### config.mk
export PLATFORM = sky130hd
export DESIGN_NAME = playback_gain_wire_format_meter_flat
export DESIGN_NICKNAME = d
export VERILOG_FILES = /design/src/hdl/pgm_pkg.sv /design/src/hdl/pgm_ifs.sv /design/src/hdl/playback_gain_wire_format_meter.sv /design/src/hdl/pgm_csr.sv /design/src/hdl/pgm_dp.sv /design/src/hdl/pgm_ctrl.sv /design/src/flat_wrapper.sv
export SDC_FILE = /design/constraint.sdc
export NUM_CORES = 2
export LEC_CHECK = 0
export BUFFER_PORTS_ARGS = -buffer_cell sky130_fd_sc_hd__buf_2
export CORE_MARGIN = 3
export CORE_UTILIZATION = 38
export DETAILED_ROUTE_END_ITERATION = 10
export SLEW_MARGIN = 10
export SYNTH_ARGS = -nofsm -noshare
export SYNTH_HDL_FRONTEND = slang
export SYNTH_SLANG_ARGS = --single-unit
### constraint.sdc
create_clock -name clock -period 24.5 [get_ports clock]
set_clock_uncertainty 0.2 [all_clocks]
set_input_delay 1.225 -clock clock [delete_from_list [all_inputs] [get_ports clock]]
set_output_delay 1.225 -clock clock [all_outputs]
set_load 0.1 [all_outputs]
### src/hdl/pgm_pkg.sv
// ----------------------------------------------------------------------------
// pgm_pkg - shared types and constants
// Configuration word layout, register indexes, datapath command bundle and
// the reciprocal used for the divide by one hundred.
// ----------------------------------------------------------------------------
package pgm_pkg;

   localparam int CSR_IDX_W  = 4;
   localparam int CSR_DATA_W = 32;

   typedef enum logic [CSR_IDX_W-1:0] {
      CSR_VOLUME     = 4'd0,
      CSR_WIDE_WIRE  = 4'd1,
      CSR_SHIFT_BITS = 4'd2,
      CSR_SLOT_COUNT = 4'd3
   } pgm_csr_idx_type;

   localparam logic [6:0] VOLUME_RESET     = 7'd100;
   localparam logic       WIDE_WIRE_RESET  = 1'b1;
   localparam logic [4:0] SHIFT_BITS_RESET = 5'd16;
   localparam logic [1:0] SLOT_COUNT_RESET = 2'd2;

   // floor(x / 100) == (x * DIV_RECIP) >> DIV_SHIFT for every x below 2**25
   localparam int          DIV_SHIFT = 32;
   localparam int          QUOT_W    = 19;
   localparam logic [25:0] DIV_RECIP = 26'd42949673;

   localparam logic [QUOT_W-1:0] POS_LIMIT = 19'd32767;
   localparam logic [QUOT_W-1:0] NEG_LIMIT = 19'd32768;
   localparam logic [15:0]       POS_MAG   = 16'd32767;
   localparam logic [15:0]       NEG_MAG   = 16'd32768;

   typedef struct packed {
      logic [6:0] volume;
      logic       wide_wire;
      logic [4:0] shift_bits;
      logic [1:0] slot_count;
   } pgm_cfg_type;

   typedef struct packed {
      logic load;
      logic mul;
      logic div;
      logic clamp;
      logic square;
      logic accum;
      logic fold;
   } pgm_cmd_type;

endpackage

### src/hdl/pgm_ifs.sv
// ----------------------------------------------------------------------------
// pgm_ifs - channel interfaces
// Sample input, wire word output and register write channels.
// ----------------------------------------------------------------------------
interface pgm_req_if;
   logic               valid;
   logic               ready;
   logic signed [15:0] sample;
   logic               period_last;

   modport source (output valid, sample, period_last, input ready);
   modport sink   (input valid, sample, period_last, output ready);
endinterface

interface pgm_rsp_if;
   logic               valid;
   logic               ready;
   logic signed [31:0] wire_value;
   logic               slot_index;
   logic               slot_last;
   logic               clipped;
   logic               period_end;
   logic [15:0]        period_peak;
   logic [47:0]        period_energy;
   logic               period_silent;
   logic [31:0]        clip_total;
   logic [31:0]        silent_periods_total;
   logic [15:0]        peak_hold;
   logic [59:0]        energy_total;

   modport source (output valid, wire_value, slot_index, slot_last, clipped, period_end,
                   period_peak, period_energy, period_silent, clip_total,
                   silent_periods_total, peak_hold, energy_total, input ready);
   modport sink   (input valid, wire_value, slot_index, slot_last, clipped, period_end,
                   period_peak, period_energy, period_silent, clip_total,
                   silent_periods_total, peak_hold, energy_total, output ready);
endinterface

interface pgm_csr_if;
   logic        valid;
   logic        ready;
   logic [3:0]  index;
   logic [31:0] data;

   modport source (output valid, index, data, input ready);
   modport sink   (input valid, index, data, output ready);
endinterface

### src/hdl/playback_gain_wire_format_meter.sv
// ----------------------------------------------------------------------------
// playback_gain_wire_format_meter - PCM volume, wire formatting and level meter
// A sample is accepted only while the controller is idle, then passes through
// the multiply, reciprocal divide, clamp, square and accumulate steps of the
// shared datapath; slot words leave one per cycle while rsp is ready, from the
// output register, while the next sample is worked on.
// Reset (synchronous): registers to defaults, meter totals cleared.
// ----------------------------------------------------------------------------
module playback_gain_wire_format_meter import pgm_pkg::*; #(
   parameter int MAX_SLOTS = 2
) (
   input  logic       clock,
   input  logic       reset,
   pgm_req_if.sink    req_if,
   pgm_rsp_if.source  rsp_if,
   pgm_csr_if.sink    csr_if
);

   pgm_cfg_type cfg;
   pgm_cmd_type cmd;

   pgm_csr u_csr (
      .clock  (clock),
      .reset  (reset),
      .csr_if (csr_if),
      .cfg    (cfg)
   );

   pgm_ctrl #(
      .MAX_SLOTS (MAX_SLOTS)
   ) u_ctrl (
      .clock      (clock),
      .reset      (reset),
      .slot_count (cfg.slot_count),
      .req_valid  (req_if.valid),
      .req_ready  (req_if.ready),
      .rsp_ready  (rsp_if.ready),
      .rsp_valid  (rsp_if.valid),
      .slot_index (rsp_if.slot_index),
      .slot_last  (rsp_if.slot_last),
      .cmd        (cmd)
   );

   pgm_dp u_dp (
      .clock             (clock),
      .reset             (reset),
      .cmd               (cmd),
      .cfg               (cfg),
      .in_sample         (req_if.sample),
      .in_period_last    (req_if.period_last),
      .out_wire_value    (rsp_if.wire_value),
      .out_clipped       (rsp_if.clipped),
      .out_period_end    (rsp_if.period_end),
      .out_period_peak   (rsp_if.period_peak),
      .out_period_energy (rsp_if.period_energy),
      .out_period_silent (rsp_if.period_silent),
      .out_clip_total    (rsp_if.clip_total),
      .out_silent_total  (rsp_if.silent_periods_total),
      .out_peak_hold     (rsp_if.peak_hold),
      .out_energy_total  (rsp_if.energy_total)
   );

endmodule

### src/hdl/pgm_csr.sv
// ----------------------------------------------------------------------------
// pgm_csr - configuration registers
// Volume, wire mode, shift and slot count, written through the csr channel.
// ----------------------------------------------------------------------------
module pgm_csr import pgm_pkg::*; (
   input  logic        clock,
   input  logic        reset,
   pgm_csr_if.sink     csr_if,
   output pgm_cfg_type cfg
);

   pgm_cfg_type cfg_ff;
   pgm_cfg_type cfg_in;

   assign csr_if.ready = 1'b1;
   assign cfg          = cfg_ff;

   always_comb begin
      cfg_in = cfg_ff;
      if (csr_if.valid) begin
         case (csr_if.index)
            CSR_VOLUME:     cfg_in.volume     = csr_if.data[6:0];
            CSR_WIDE_WIRE:  cfg_in.wide_wire  = csr_if.data[0];
            CSR_SHIFT_BITS: cfg_in.shift_bits = csr_if.data[4:0];
            CSR_SLOT_COUNT: cfg_in.slot_count = csr_if.data[1:0];
            default:        cfg_in = cfg_ff;
         endcase
      end
   end

   always_ff @(posedge clock) begin
      if (reset) begin
         cfg_ff.volume     <= VOLUME_RESET;
         cfg_ff.wide_wire  <= WIDE_WIRE_RESET;
         cfg_ff.shift_bits <= SHIFT_BITS_RESET;
         cfg_ff.slot_count <= SLOT_COUNT_RESET;
      end else begin
         cfg_ff <= cfg_in;
      end
   end

endmodule

### src/hdl/pgm_dp.sv
// ----------------------------------------------------------------------------
// pgm_dp - gain, wire format and meter datapath
// Scale, divide by reciprocal, clamp, square and shift, then level statistics
// and the output word register.
// ----------------------------------------------------------------------------
module pgm_dp import pgm_pkg::*; (
   input  logic               clock,
   input  logic               reset,
   input  pgm_cmd_type        cmd,
   input  pgm_cfg_type        cfg,
   input  logic signed [15:0] in_sample,
   input  logic               in_period_last,
   output logic signed [31:0] out_wire_value,
   output logic               out_clipped,
   output logic               out_period_end,
   output logic [15:0]        out_period_peak,
   output logic [47:0]        out_period_energy,
   output logic               out_period_silent,
   output logic [31:0]        out_clip_total,
   output logic [31:0]        out_silent_total,
   output logic [15:0]        out_peak_hold,
   output logic [59:0]        out_energy_total
);

   // operand and stage registers
   logic signed [15:0]  sample_ff;
   logic                last_ff;
   logic signed [25:0]  prod_ff;
   logic [QUOT_W-1:0]   quot_ff;
   logic                neg_ff;
   logic signed [15:0]  clamped_ff;
   logic [15:0]         mag_ff;
   logic                clip_ff;
   logic [30:0]         sq_ff;
   logic signed [31:0]  wire_ff;

   // meter state
   logic [15:0] cur_peak_ff;
   logic [47:0] cur_energy_ff;
   logic        cur_silent_ff;
   logic [15:0] peak_max_ff;
   logic [31:0] clip_count_ff;
   logic [31:0] silent_count_ff;
   logic [59:0] energy_sum_ff;

   // output word
   logic signed [31:0] o_wire_ff;
   logic               o_clip_ff;
   logic               o_end_ff;
   logic [15:0]        o_peak_ff;
   logic [47:0]        o_energy_ff;
   logic               o_silent_ff;
   logic [31:0]        o_clip_total_ff;
   logic [31:0]        o_silent_total_ff;
   logic [15:0]        o_peak_hold_ff;
   logic [59:0]        o_energy_total_ff;

   logic signed [7:0]  vol_s;
   logic signed [23:0] vol_prod;
   logic signed [25:0] prod_in;
   logic [24:0]        abs_x;
   logic [50:0]        recip_prod;
   logic               clip_in;
   logic [15:0]        mag_in;
   logic signed [15:0] clamped_in;
   logic [31:0]        sq_full;
   logic signed [47:0] shifted;
   logic signed [31:0] wire_in;
   logic [15:0]        peak_in;
   logic [48:0]        energy_add;
   logic [47:0]        energy_in;
   logic [31:0]        clip_count_in;
   logic [59:0]        energy_sum_in;
   logic [31:0]        silent_count_in;
   logic [15:0]        peak_max_in;

   assign vol_s    = signed'({1'b0, cfg.volume});
   assign vol_prod = sample_ff * vol_s;
   assign prod_in  = cfg.wide_wire ? {vol_prod, 2'b00} : {{2{vol_prod[23]}}, vol_prod};

   assign abs_x      = prod_ff[25] ? 25'(-prod_ff) : prod_ff[24:0];
   assign recip_prod = abs_x * DIV_RECIP;

   always_comb begin
      if (neg_ff) begin
         clip_in    = quot_ff > NEG_LIMIT;
         mag_in     = clip_in ? NEG_MAG : quot_ff[15:0];
         clamped_in = signed'(16'(16'd0 - mag_in));
      end else begin
         clip_in    = quot_ff > POS_LIMIT;
         mag_in     = clip_in ? POS_MAG : quot_ff[15:0];
         clamped_in = signed'(mag_in);
      end
   end

   assign sq_full = mag_ff * mag_ff;
   assign shifted = 48'(clamped_ff) <<< cfg.shift_bits;

   always_comb begin
      if (!cfg.wide_wire) begin
         wire_in = 32'(clamped_ff);
      end else if (!shifted[47] && (|shifted[46:31])) begin
         wire_in = 32'sh7FFF_FFFF;
      end else if (shifted[47] && !(&shifted[46:31])) begin
         wire_in = 32'sh8000_0000;
      end else begin
         wire_in = shifted[31:0];
      end
   end

   assign peak_in         = (mag_ff > cur_peak_ff) ? mag_ff : cur_peak_ff;
   assign energy_add      = {1'b0, cur_energy_ff} + 49'(sq_ff);
   assign energy_in       = energy_add[48] ? {48{1'b1}} : energy_add[47:0];
   assign clip_count_in   = clip_count_ff + 32'(clip_ff);
   assign energy_sum_in   = energy_sum_ff + 60'(cur_energy_ff);
   assign silent_count_in = silent_count_ff + 32'(cur_silent_ff);
   assign peak_max_in     = (cur_peak_ff > peak_max_ff) ? cur_peak_ff : peak_max_ff;

   always_ff @(posedge clock) begin
      if (cmd.load) begin
         sample_ff <= in_sample;
         last_ff   <= in_period_last;
      end
      if (cmd.mul) begin
         prod_ff <= prod_in;
      end
      if (cmd.div) begin
         quot_ff <= recip_prod[DIV_SHIFT +: QUOT_W];
         neg_ff  <= prod_ff[25];
      end
      if (cmd.clamp) begin
         clip_ff    <= clip_in;
         mag_ff     <= mag_in;
         clamped_ff <= clamped_in;
      end
      if (cmd.square) begin
         sq_ff   <= sq_full[30:0];
         wire_ff <= wire_in;
      end
      if (cmd.fold) begin
         o_wire_ff       <= wire_ff;
         o_clip_ff       <= clip_ff;
         o_end_ff        <= last_ff;
         o_clip_total_ff <= clip_count_ff;
         if (last_ff) begin
            o_peak_ff         <= cur_peak_ff;
            o_energy_ff       <= cur_energy_ff;
            o_silent_ff       <= cur_silent_ff;
            o_silent_total_ff <= silent_count_in;
            o_peak_hold_ff    <= peak_max_in;
            o_energy_total_ff <= energy_sum_in;
         end else begin
            o_peak_ff         <= '0;
            o_energy_ff       <= '0;
            o_silent_ff       <= 1'b0;
            o_silent_total_ff <= silent_count_ff;
            o_peak_hold_ff    <= peak_max_ff;
            o_energy_total_ff <= energy_sum_ff;
         end
      end
   end

   always_ff @(posedge clock) begin
      if (reset) begin
         cur_peak_ff     <= '0;
         cur_energy_ff   <= '0;
         cur_silent_ff   <= 1'b1;
         peak_max_ff     <= '0;
         clip_count_ff   <= '0;
         silent_count_ff <= '0;
         energy_sum_ff   <= '0;
      end else if (cmd.accum) begin
         cur_peak_ff   <= peak_in;
         cur_energy_ff <= energy_in;
         cur_silent_ff <= cur_silent_ff & (clamped_ff == 16'sd0);
         clip_count_ff <= clip_count_in;
      end else if (cmd.fold && last_ff) begin
         energy_sum_ff   <= energy_sum_in;
         silent_count_ff <= silent_count_in;
         peak_max_ff     <= peak_max_in;
         cur_peak_ff     <= '0;
         cur_energy_ff   <= '0;
         cur_silent_ff   <= 1'b1;
      end
   end

   assign out_wire_value    = o_wire_ff;
   assign out_clipped       = o_clip_ff;
   assign out_period_end    = o_end_ff;
   assign out_period_peak   = o_peak_ff;
   assign out_period_energy = o_energy_ff;
   assign out_period_silent = o_silent_ff;
   assign out_clip_total    = o_clip_total_ff;
   assign out_silent_total  = o_silent_total_ff;
   assign out_peak_hold     = o_peak_hold_ff;
   assign out_energy_total  = o_energy_total_ff;

endmodule

### src/hdl/pgm_ctrl.sv
// ----------------------------------------------------------------------------
// pgm_ctrl - sequencing controller
// Steps one sample through the datapath and repeats the finished word over
// the wire slots.
// ----------------------------------------------------------------------------
module pgm_ctrl import pgm_pkg::*; #(
   parameter int MAX_SLOTS = 2
) (
   input  logic        clock,
   input  logic        reset,
   input  logic [1:0]  slot_count,
   input  logic        req_valid,
   output logic        req_ready,
   input  logic        rsp_ready,
   output logic        rsp_valid,
   output logic        slot_index,
   output logic        slot_last,
   output pgm_cmd_type cmd
);

   localparam int         SLOT_W      = (MAX_SLOTS > 1) ? $clog2(MAX_SLOTS) : 1;
   localparam logic [3:0] MAX_SLOTS_W = 4'(MAX_SLOTS);

   typedef enum logic [2:0] {
      ST_IDLE,
      ST_MUL,
      ST_DIV,
      ST_CLAMP,
      ST_SQUARE,
      ST_ACCUM,
      ST_FOLD
   } state_type;

   state_type         state_ff;
   state_type         state_in;
   logic              busy_ff;
   logic [SLOT_W-1:0] slot_ff;
   logic [SLOT_W-1:0] lim_ff;
   logic [3:0]        slots_eff;
   logic [3:0]        lim_wide;
   logic              accept;
   logic              rsp_fire;
   logic              fold_go;

   always_comb begin
      if (slot_count == 2'd0) begin
         slots_eff = 4'd1;
      end else if ({2'b00, slot_count} > MAX_SLOTS_W) begin
         slots_eff = MAX_SLOTS_W;
      end else begin
         slots_eff = {2'b00, slot_count};
      end
   end
   assign lim_wide = slots_eff - 4'd1;

   assign req_ready  = (state_ff == ST_IDLE);
   assign accept     = req_valid && req_ready;
   assign rsp_valid  = busy_ff;
   assign rsp_fire   = busy_ff && rsp_ready;
   assign slot_index = slot_ff[0];
   assign slot_last  = (slot_ff == lim_ff);
   assign fold_go    = (state_ff == ST_FOLD) && !busy_ff;

   always_comb begin
      cmd        = '0;
      cmd.load   = accept;
      cmd.mul    = (state_ff == ST_MUL);
      cmd.div    = (state_ff == ST_DIV);
      cmd.clamp  = (state_ff == ST_CLAMP);
      cmd.square = (state_ff == ST_SQUARE);
      cmd.accum  = (state_ff == ST_ACCUM);
      cmd.fold   = fold_go;
   end

   always_comb begin
      case (state_ff)
         ST_IDLE:   state_in = accept ? ST_MUL : ST_IDLE;
         ST_MUL:    state_in = ST_DIV;
         ST_DIV:    state_in = ST_CLAMP;
         ST_CLAMP:  state_in = ST_SQUARE;
         ST_SQUARE: state_in = ST_ACCUM;
         ST_ACCUM:  state_in = ST_FOLD;
         ST_FOLD:   state_in = fold_go ? ST_IDLE : ST_FOLD;
         default:   state_in = ST_IDLE;
      endcase
   end

   always_ff @(posedge clock) begin
      if (reset) begin
         state_ff <= ST_IDLE;
         busy_ff  <= 1'b0;
         slot_ff  <= '0;
         lim_ff   <= '0;
      end else begin
         state_ff <= state_in;
         if (fold_go) begin
            busy_ff <= 1'b1;
            slot_ff <= '0;
            lim_ff  <= lim_wide[SLOT_W-1:0];
         end else if (rsp_fire) begin
            if (slot_ff == lim_ff) begin
               busy_ff <= 1'b0;
            end else begin
               slot_ff <= slot_ff + SLOT_W'(1);
            end
         end
      end
   end

`ifndef NO_ASSERTIONS
   a_slot_in_range: assert property (@(posedge clock) disable iff (reset)
      busy_ff |-> slot_ff <= lim_ff)
      else $error("slot counter beyond slot limit");

   a_accept_starts: assert property (@(posedge clock) disable iff (reset)
      accept |=> state_ff == ST_MUL)
      else $error("accepted sample did not start the multiply step");

   a_fold_waits: assert property (@(posedge clock) disable iff (reset)
      (state_ff == ST_FOLD && busy_ff) |=> state_ff == ST_FOLD)
      else $error("fold left while output word still pending");

   a_last_slot_frees: assert property (@(posedge clock) disable iff (reset)
      (rsp_fire && slot_ff == lim_ff) |=> !busy_ff)
      else $error("output still busy after last slot word");
`endif

endmodule
### src/flat_wrapper.sv
// flat-port wrapper written by rule: the top's interface ports become plain ports
module playback_gain_wire_format_meter_flat import pgm_pkg::*;
#(
   parameter int MAX_SLOTS = 2
)
  (clock, reset, req_if_valid, req_if_sample, req_if_period_last, req_if_ready, rsp_if_valid, rsp_if_wire_value, rsp_if_slot_index, rsp_if_slot_last, rsp_if_clipped, rsp_if_period_end, rsp_if_period_peak, rsp_if_period_energy, rsp_if_period_silent, rsp_if_clip_total, rsp_if_silent_periods_total, rsp_if_peak_hold, rsp_if_energy_total, rsp_if_ready, csr_if_valid, csr_if_index, csr_if_data, csr_if_ready);
  pgm_req_if req_if_i ();
  pgm_rsp_if rsp_if_i ();
  pgm_csr_if csr_if_i ();
  input  logic clock;
  input  logic reset;
  input wire logic [$bits(req_if_i.valid)-1:0] req_if_valid;
  input wire logic [$bits(req_if_i.sample)-1:0] req_if_sample;
  input wire logic [$bits(req_if_i.period_last)-1:0] req_if_period_last;
  output wire logic [$bits(req_if_i.ready)-1:0] req_if_ready;
  output wire logic [$bits(rsp_if_i.valid)-1:0] rsp_if_valid;
  output wire logic [$bits(rsp_if_i.wire_value)-1:0] rsp_if_wire_value;
  output wire logic [$bits(rsp_if_i.slot_index)-1:0] rsp_if_slot_index;
  output wire logic [$bits(rsp_if_i.slot_last)-1:0] rsp_if_slot_last;
  output wire logic [$bits(rsp_if_i.clipped)-1:0] rsp_if_clipped;
  output wire logic [$bits(rsp_if_i.period_end)-1:0] rsp_if_period_end;
  output wire logic [$bits(rsp_if_i.period_peak)-1:0] rsp_if_period_peak;
  output wire logic [$bits(rsp_if_i.period_energy)-1:0] rsp_if_period_energy;
  output wire logic [$bits(rsp_if_i.period_silent)-1:0] rsp_if_period_silent;
  output wire logic [$bits(rsp_if_i.clip_total)-1:0] rsp_if_clip_total;
  output wire logic [$bits(rsp_if_i.silent_periods_total)-1:0] rsp_if_silent_periods_total;
  output wire logic [$bits(rsp_if_i.peak_hold)-1:0] rsp_if_peak_hold;
  output wire logic [$bits(rsp_if_i.energy_total)-1:0] rsp_if_energy_total;
  input wire logic [$bits(rsp_if_i.ready)-1:0] rsp_if_ready;
  input wire logic [$bits(csr_if_i.valid)-1:0] csr_if_valid;
  input wire logic [$bits(csr_if_i.index)-1:0] csr_if_index;
  input wire logic [$bits(csr_if_i.data)-1:0] csr_if_data;
  output wire logic [$bits(csr_if_i.ready)-1:0] csr_if_ready;
  assign req_if_i.valid = req_if_valid;
  assign req_if_i.sample = req_if_sample;
  assign req_if_i.period_last = req_if_period_last;
  assign req_if_ready = req_if_i.ready;
  assign rsp_if_valid = rsp_if_i.valid;
  assign rsp_if_wire_value = rsp_if_i.wire_value;
  assign rsp_if_slot_index = rsp_if_i.slot_index;
  assign rsp_if_slot_last = rsp_if_i.slot_last;
  assign rsp_if_clipped = rsp_if_i.clipped;
  assign rsp_if_period_end = rsp_if_i.period_end;
  assign rsp_if_period_peak = rsp_if_i.period_peak;
  assign rsp_if_period_energy = rsp_if_i.period_energy;
  assign rsp_if_period_silent = rsp_if_i.period_silent;
  assign rsp_if_clip_total = rsp_if_i.clip_total;
  assign rsp_if_silent_periods_total = rsp_if_i.silent_periods_total;
  assign rsp_if_peak_hold = rsp_if_i.peak_hold;
  assign rsp_if_energy_total = rsp_if_i.energy_total;
  assign rsp_if_i.ready = rsp_if_ready;
  assign csr_if_i.valid = csr_if_valid;
  assign csr_if_i.index = csr_if_index;
  assign csr_if_i.data = csr_if_data;
  assign csr_if_ready = csr_if_i.ready;
  playback_gain_wire_format_meter #(.MAX_SLOTS(MAX_SLOTS)) u_core (.clock(clock), .reset(reset), .req_if(req_if_i), .rsp_if(rsp_if_i), .csr_if(csr_if_i));
endmodule
==> results.toml <==
[clock_network]
clock-sinks = 621
clk_latency_ns = 0.66
cts-resized-gates = 0
path_clk_slew_ns = 0.06
htree_levels = 3
root_buffer = "clkbuf_16"
cts_tree = "yes"
numCtsBuffers = 73
post_cts_buffers = 0
hold_buffers = 0
cts_buffer_depth = 3

[critical_path]
cp.required_ns = 24.71
worstRegToRegCells = 32
crit_top_cell = "inv_1"
reg2reg_from = "u_core.u_dp.prod_ff[0]"
rrSetupSlack_ns = 14.05
cp_max_fo = 13
worst_setup_path_end_kind = "register"
start_kind = "register"
slowest_stage = "edfxtp_1"
cpPeakStageDelay_ns = 0.68
critical_path.reg2reg.endpoint = "u_core.u_dp.quot_ff[18]"
worstSetupPathType = "register to register"
cp.arrival_ns = 10.66

[layout]
syn2layout_area_growth_pct = 10.9
final_cell_area_mm2 = 0.0574
regArea_mm2 = 0.0164
multi_input_area_mm2 = 0.0318
nets = 6415
n_antenna_cell = 0
final_cell_count_no_fill = 7206
fin_util_pct = 42.7
drive_gt1_share_pct = 10.5
fillers = 13000

[global_route]
gr-usage-all-layers_pct = 18.7
grt_pass1_vias = 37400
grt-ovfl-total = 0
grt_max_degree = 98
antenna_found_initial = 4
grt_pass1_wl_um = 210000

[synth]
synth_top_flop_cell = "edfxtp_1"
synth-seq-cells = 621
synth_cells = 5176
synthDistinctLibCells = 98
avgSynthCellArea_um2 = 10.0
ys_async_sr_fraction_pct = 0
synth_edf_count = 396
syn_nets = 6213
yosysSeqAreaShare_pct = 31.7
synthesis.area_mm2 = 0.0517
yosysWarnings = 0

[routing]
ant_nets = 0
vias_per_cell = 5.12
wl_um = 131000
first_iter_violations = 2494
wl_per_cell_um = 18.2
vias = 36900
drc = 0
dr.pass1.iters = 5

[placement]
hpwl_um = 103000
dpl_cell_area_mm2 = 0.0550
io_buffers = 275
dp.cells = 7071
gp_congestion = 0.907

[worst_hold_path]
min-delay-start = "u_core.u_dp.wire_ff[19]"
hold-path-endpoint = "u_core.u_dp.out_wire_value[19]"
hold_path_class = "register to register"
min_path_cells = 0

[timing]
tns_ns = 0
worst_slew_margin_rel_pct = 22.8
tightest_slew_ns = 1.16
slew_viol_final = 0
setup_viol = 0
report.final.hold_viol_count = 0
fin_crit_sh_pct = 42.7
period_needed_ns = 10.45
fmax_ghz = 0.0957
rsz0062_at_grt = "false"

[run]
max_cap_violations = 0

[floorplan]
floorplan.core_area_mm2 = 0.134
die_area_mm2 = 0.141
rows = 134
die_w_um = 375
die_y_um = 375
start_util_pct = 38.5
io_pins = 302

[outcome]
status = "complete, no violations"
==> cell usage after synthesis (all sizes together) (52+ instances only) <==
library cell | instances | area [um^2]
a21o | 92 | 691
a21oi | 287 | 1440
and2 | 211 | 1320
clkbuf | 172 | 647
dfxtp | 225 | 4500
edfxtp | 396 | 11900
fa | 456 | 9130
ha | 523 | 6540
inv | 760 | 2850
mux2 | 62 | 698
mux2i | 58 | 581
nand2 | 459 | 1720
nand3 | 75 | 375
nand4 | 82 | 513
nor2 | 286 | 1080
nor3 | 52 | 265
o21ai | 169 | 853
xnor2 | 168 | 1500
xor2 | 121 | 1070
==> sequential cells by signal, indices dropped and copies added, names as in the netlist, 19 cells and up <==
register                       cells
u_core.u_dp.energy_sum_ff         60
u_core.u_dp.out_energy_total      60
u_core.u_dp.cur_energy_ff         48
u_core.u_dp.out_period_energy     48
u_core.u_dp.clip_count_ff         32
u_core.u_dp.out_clip_total        32
u_core.u_dp.out_silent_total      32
u_core.u_dp.out_wire_value        32
u_core.u_dp.silent_count_ff       32
u_core.u_dp.wire_ff               32
u_core.u_dp.sq_ff                 30
u_core.u_dp.prod_ff               26
u_core.u_dp.quot_ff               19
==> critical path: cells and delay by family, from the launching register on <==
| family | cells | cell delay, ns |
|---|---|---|
| adders and majority gates | 9 | 3.73 |
| AOI/OAI and AO/OA | 7 | 2.10 |
| and+or+nand+nor | 8 | 2.09 |
| buffers and inverters | 6 | 0.79 |
| DFF | 1 | 0.68 |
| xor gates and xnor gates | 2 | 0.59 |
==> metrics by stage <==
stage,setup WS [ns],hold WS [ns]
2_1_floorplan,14.65,0.200
3_3_place_gp,13.97,0.206
3_5_place_dp,13.93,0.205
4_1_cts,13.92,0.217
5_1_grt,13.35,0.219
6_report,14.05,0.214
==> how the worst max path moves through the flow <==
stage                     slack, ns                       endpoint               startpoint
after floorplan               14.65  u_core.u_dp.cur_energy_ff[45]  u_core.u_ctrl.rsp_valid
after global placement        13.97        u_core.u_dp.quot_ff[18]   u_core.u_dp.prod_ff[0]
after detailed placement      13.93        u_core.u_dp.quot_ff[18]   u_core.u_dp.prod_ff[0]
after CTS                     13.92        u_core.u_dp.quot_ff[18]   u_core.u_dp.prod_ff[0]
after global routing          13.35        u_core.u_dp.quot_ff[18]   u_core.u_dp.prod_ff[0]
final                         14.05        u_core.u_dp.quot_ff[18]   u_core.u_dp.prod_ff[0]
==> per-layer routing <==
layer  track usage (%)  part of all wire (%)  up-vias
li1                  -                     -    17800
met1              26.2                    47    18000
met3              3.09                   5.5      180
met5                 0                     0        -
met4              4.66                   2.4        0
met2              30.2                    45      868
==> cell families after synthesis <==
group / count (synthesis) / share of synthesized area [%]
DFF: 621 / 31.7
AOI/OAI and AO/OA: 819 / 10.0
xor gates and xnor gates: 289 / 4.96
adders and majority gates: 979 / 30.3
buffers and inverters: 959 / 7.02
muxes: 133 / 3.04
other: 1 / 0.00725
and+or+nand+nor: 1375 / 13.0
==> cells in the final DEF (no fill, tap or decap), types with 14 or more instances in the layout <==
| cell type | n |
|---|---|
| o31ai_1 | 19 |
| a21o_1 | 92 |
| or2_2 | 14 |
| o21ai_0 | 149 |
| nor2_1 | 285 |
| nor4_1 | 22 |
| a211oi_1 | 32 |
| o21ai_1 | 18 |
| a21oi_1 | 285 |
| nand2_1 | 458 |
| and3_1 | 43 |
| o21bai_1 | 21 |
| nand4_1 | 82 |
| dfxtp_1 | 224 |
| xnor2_1 | 166 |
| o21a_1 | 33 |
| nand2b_1 | 22 |
| nor3_1 | 51 |
| nor2b_1 | 28 |
| mux2i_1 | 58 |
| fa_1 | 456 |
| inv_1 | 756 |
| and2_1 | 210 |
| a311oi_1 | 17 |
| clkbuf_1 | 17 |
| edfxtp_1 | 396 |
| buf_2 | 274 |
| o211ai_1 | 17 |
| ha_1 | 523 |
| xor2_1 | 120 |
| or3_1 | 17 |
| mux2_2 | 62 |
| buf_4 | 50 |
| a31oi_1 | 27 |
| nand3_1 | 75 |
| clkbuf_16 | 74 |
==> final cells by class <==
type                            instances  area share [%]
Multi-Input combinational cell       3596            55.3
Clock buffer                           94            3.41
Timing Repair Buffer                  325            3.06
Sequential cell                       621            28.6
Tap cell                             1768            3.85
Inverter                              761            4.98
Clock inverter                         41           0.813
Power is not shown: default switching activity piles up to over one toggle a cycle in this logic, so the estimate is an artifact.
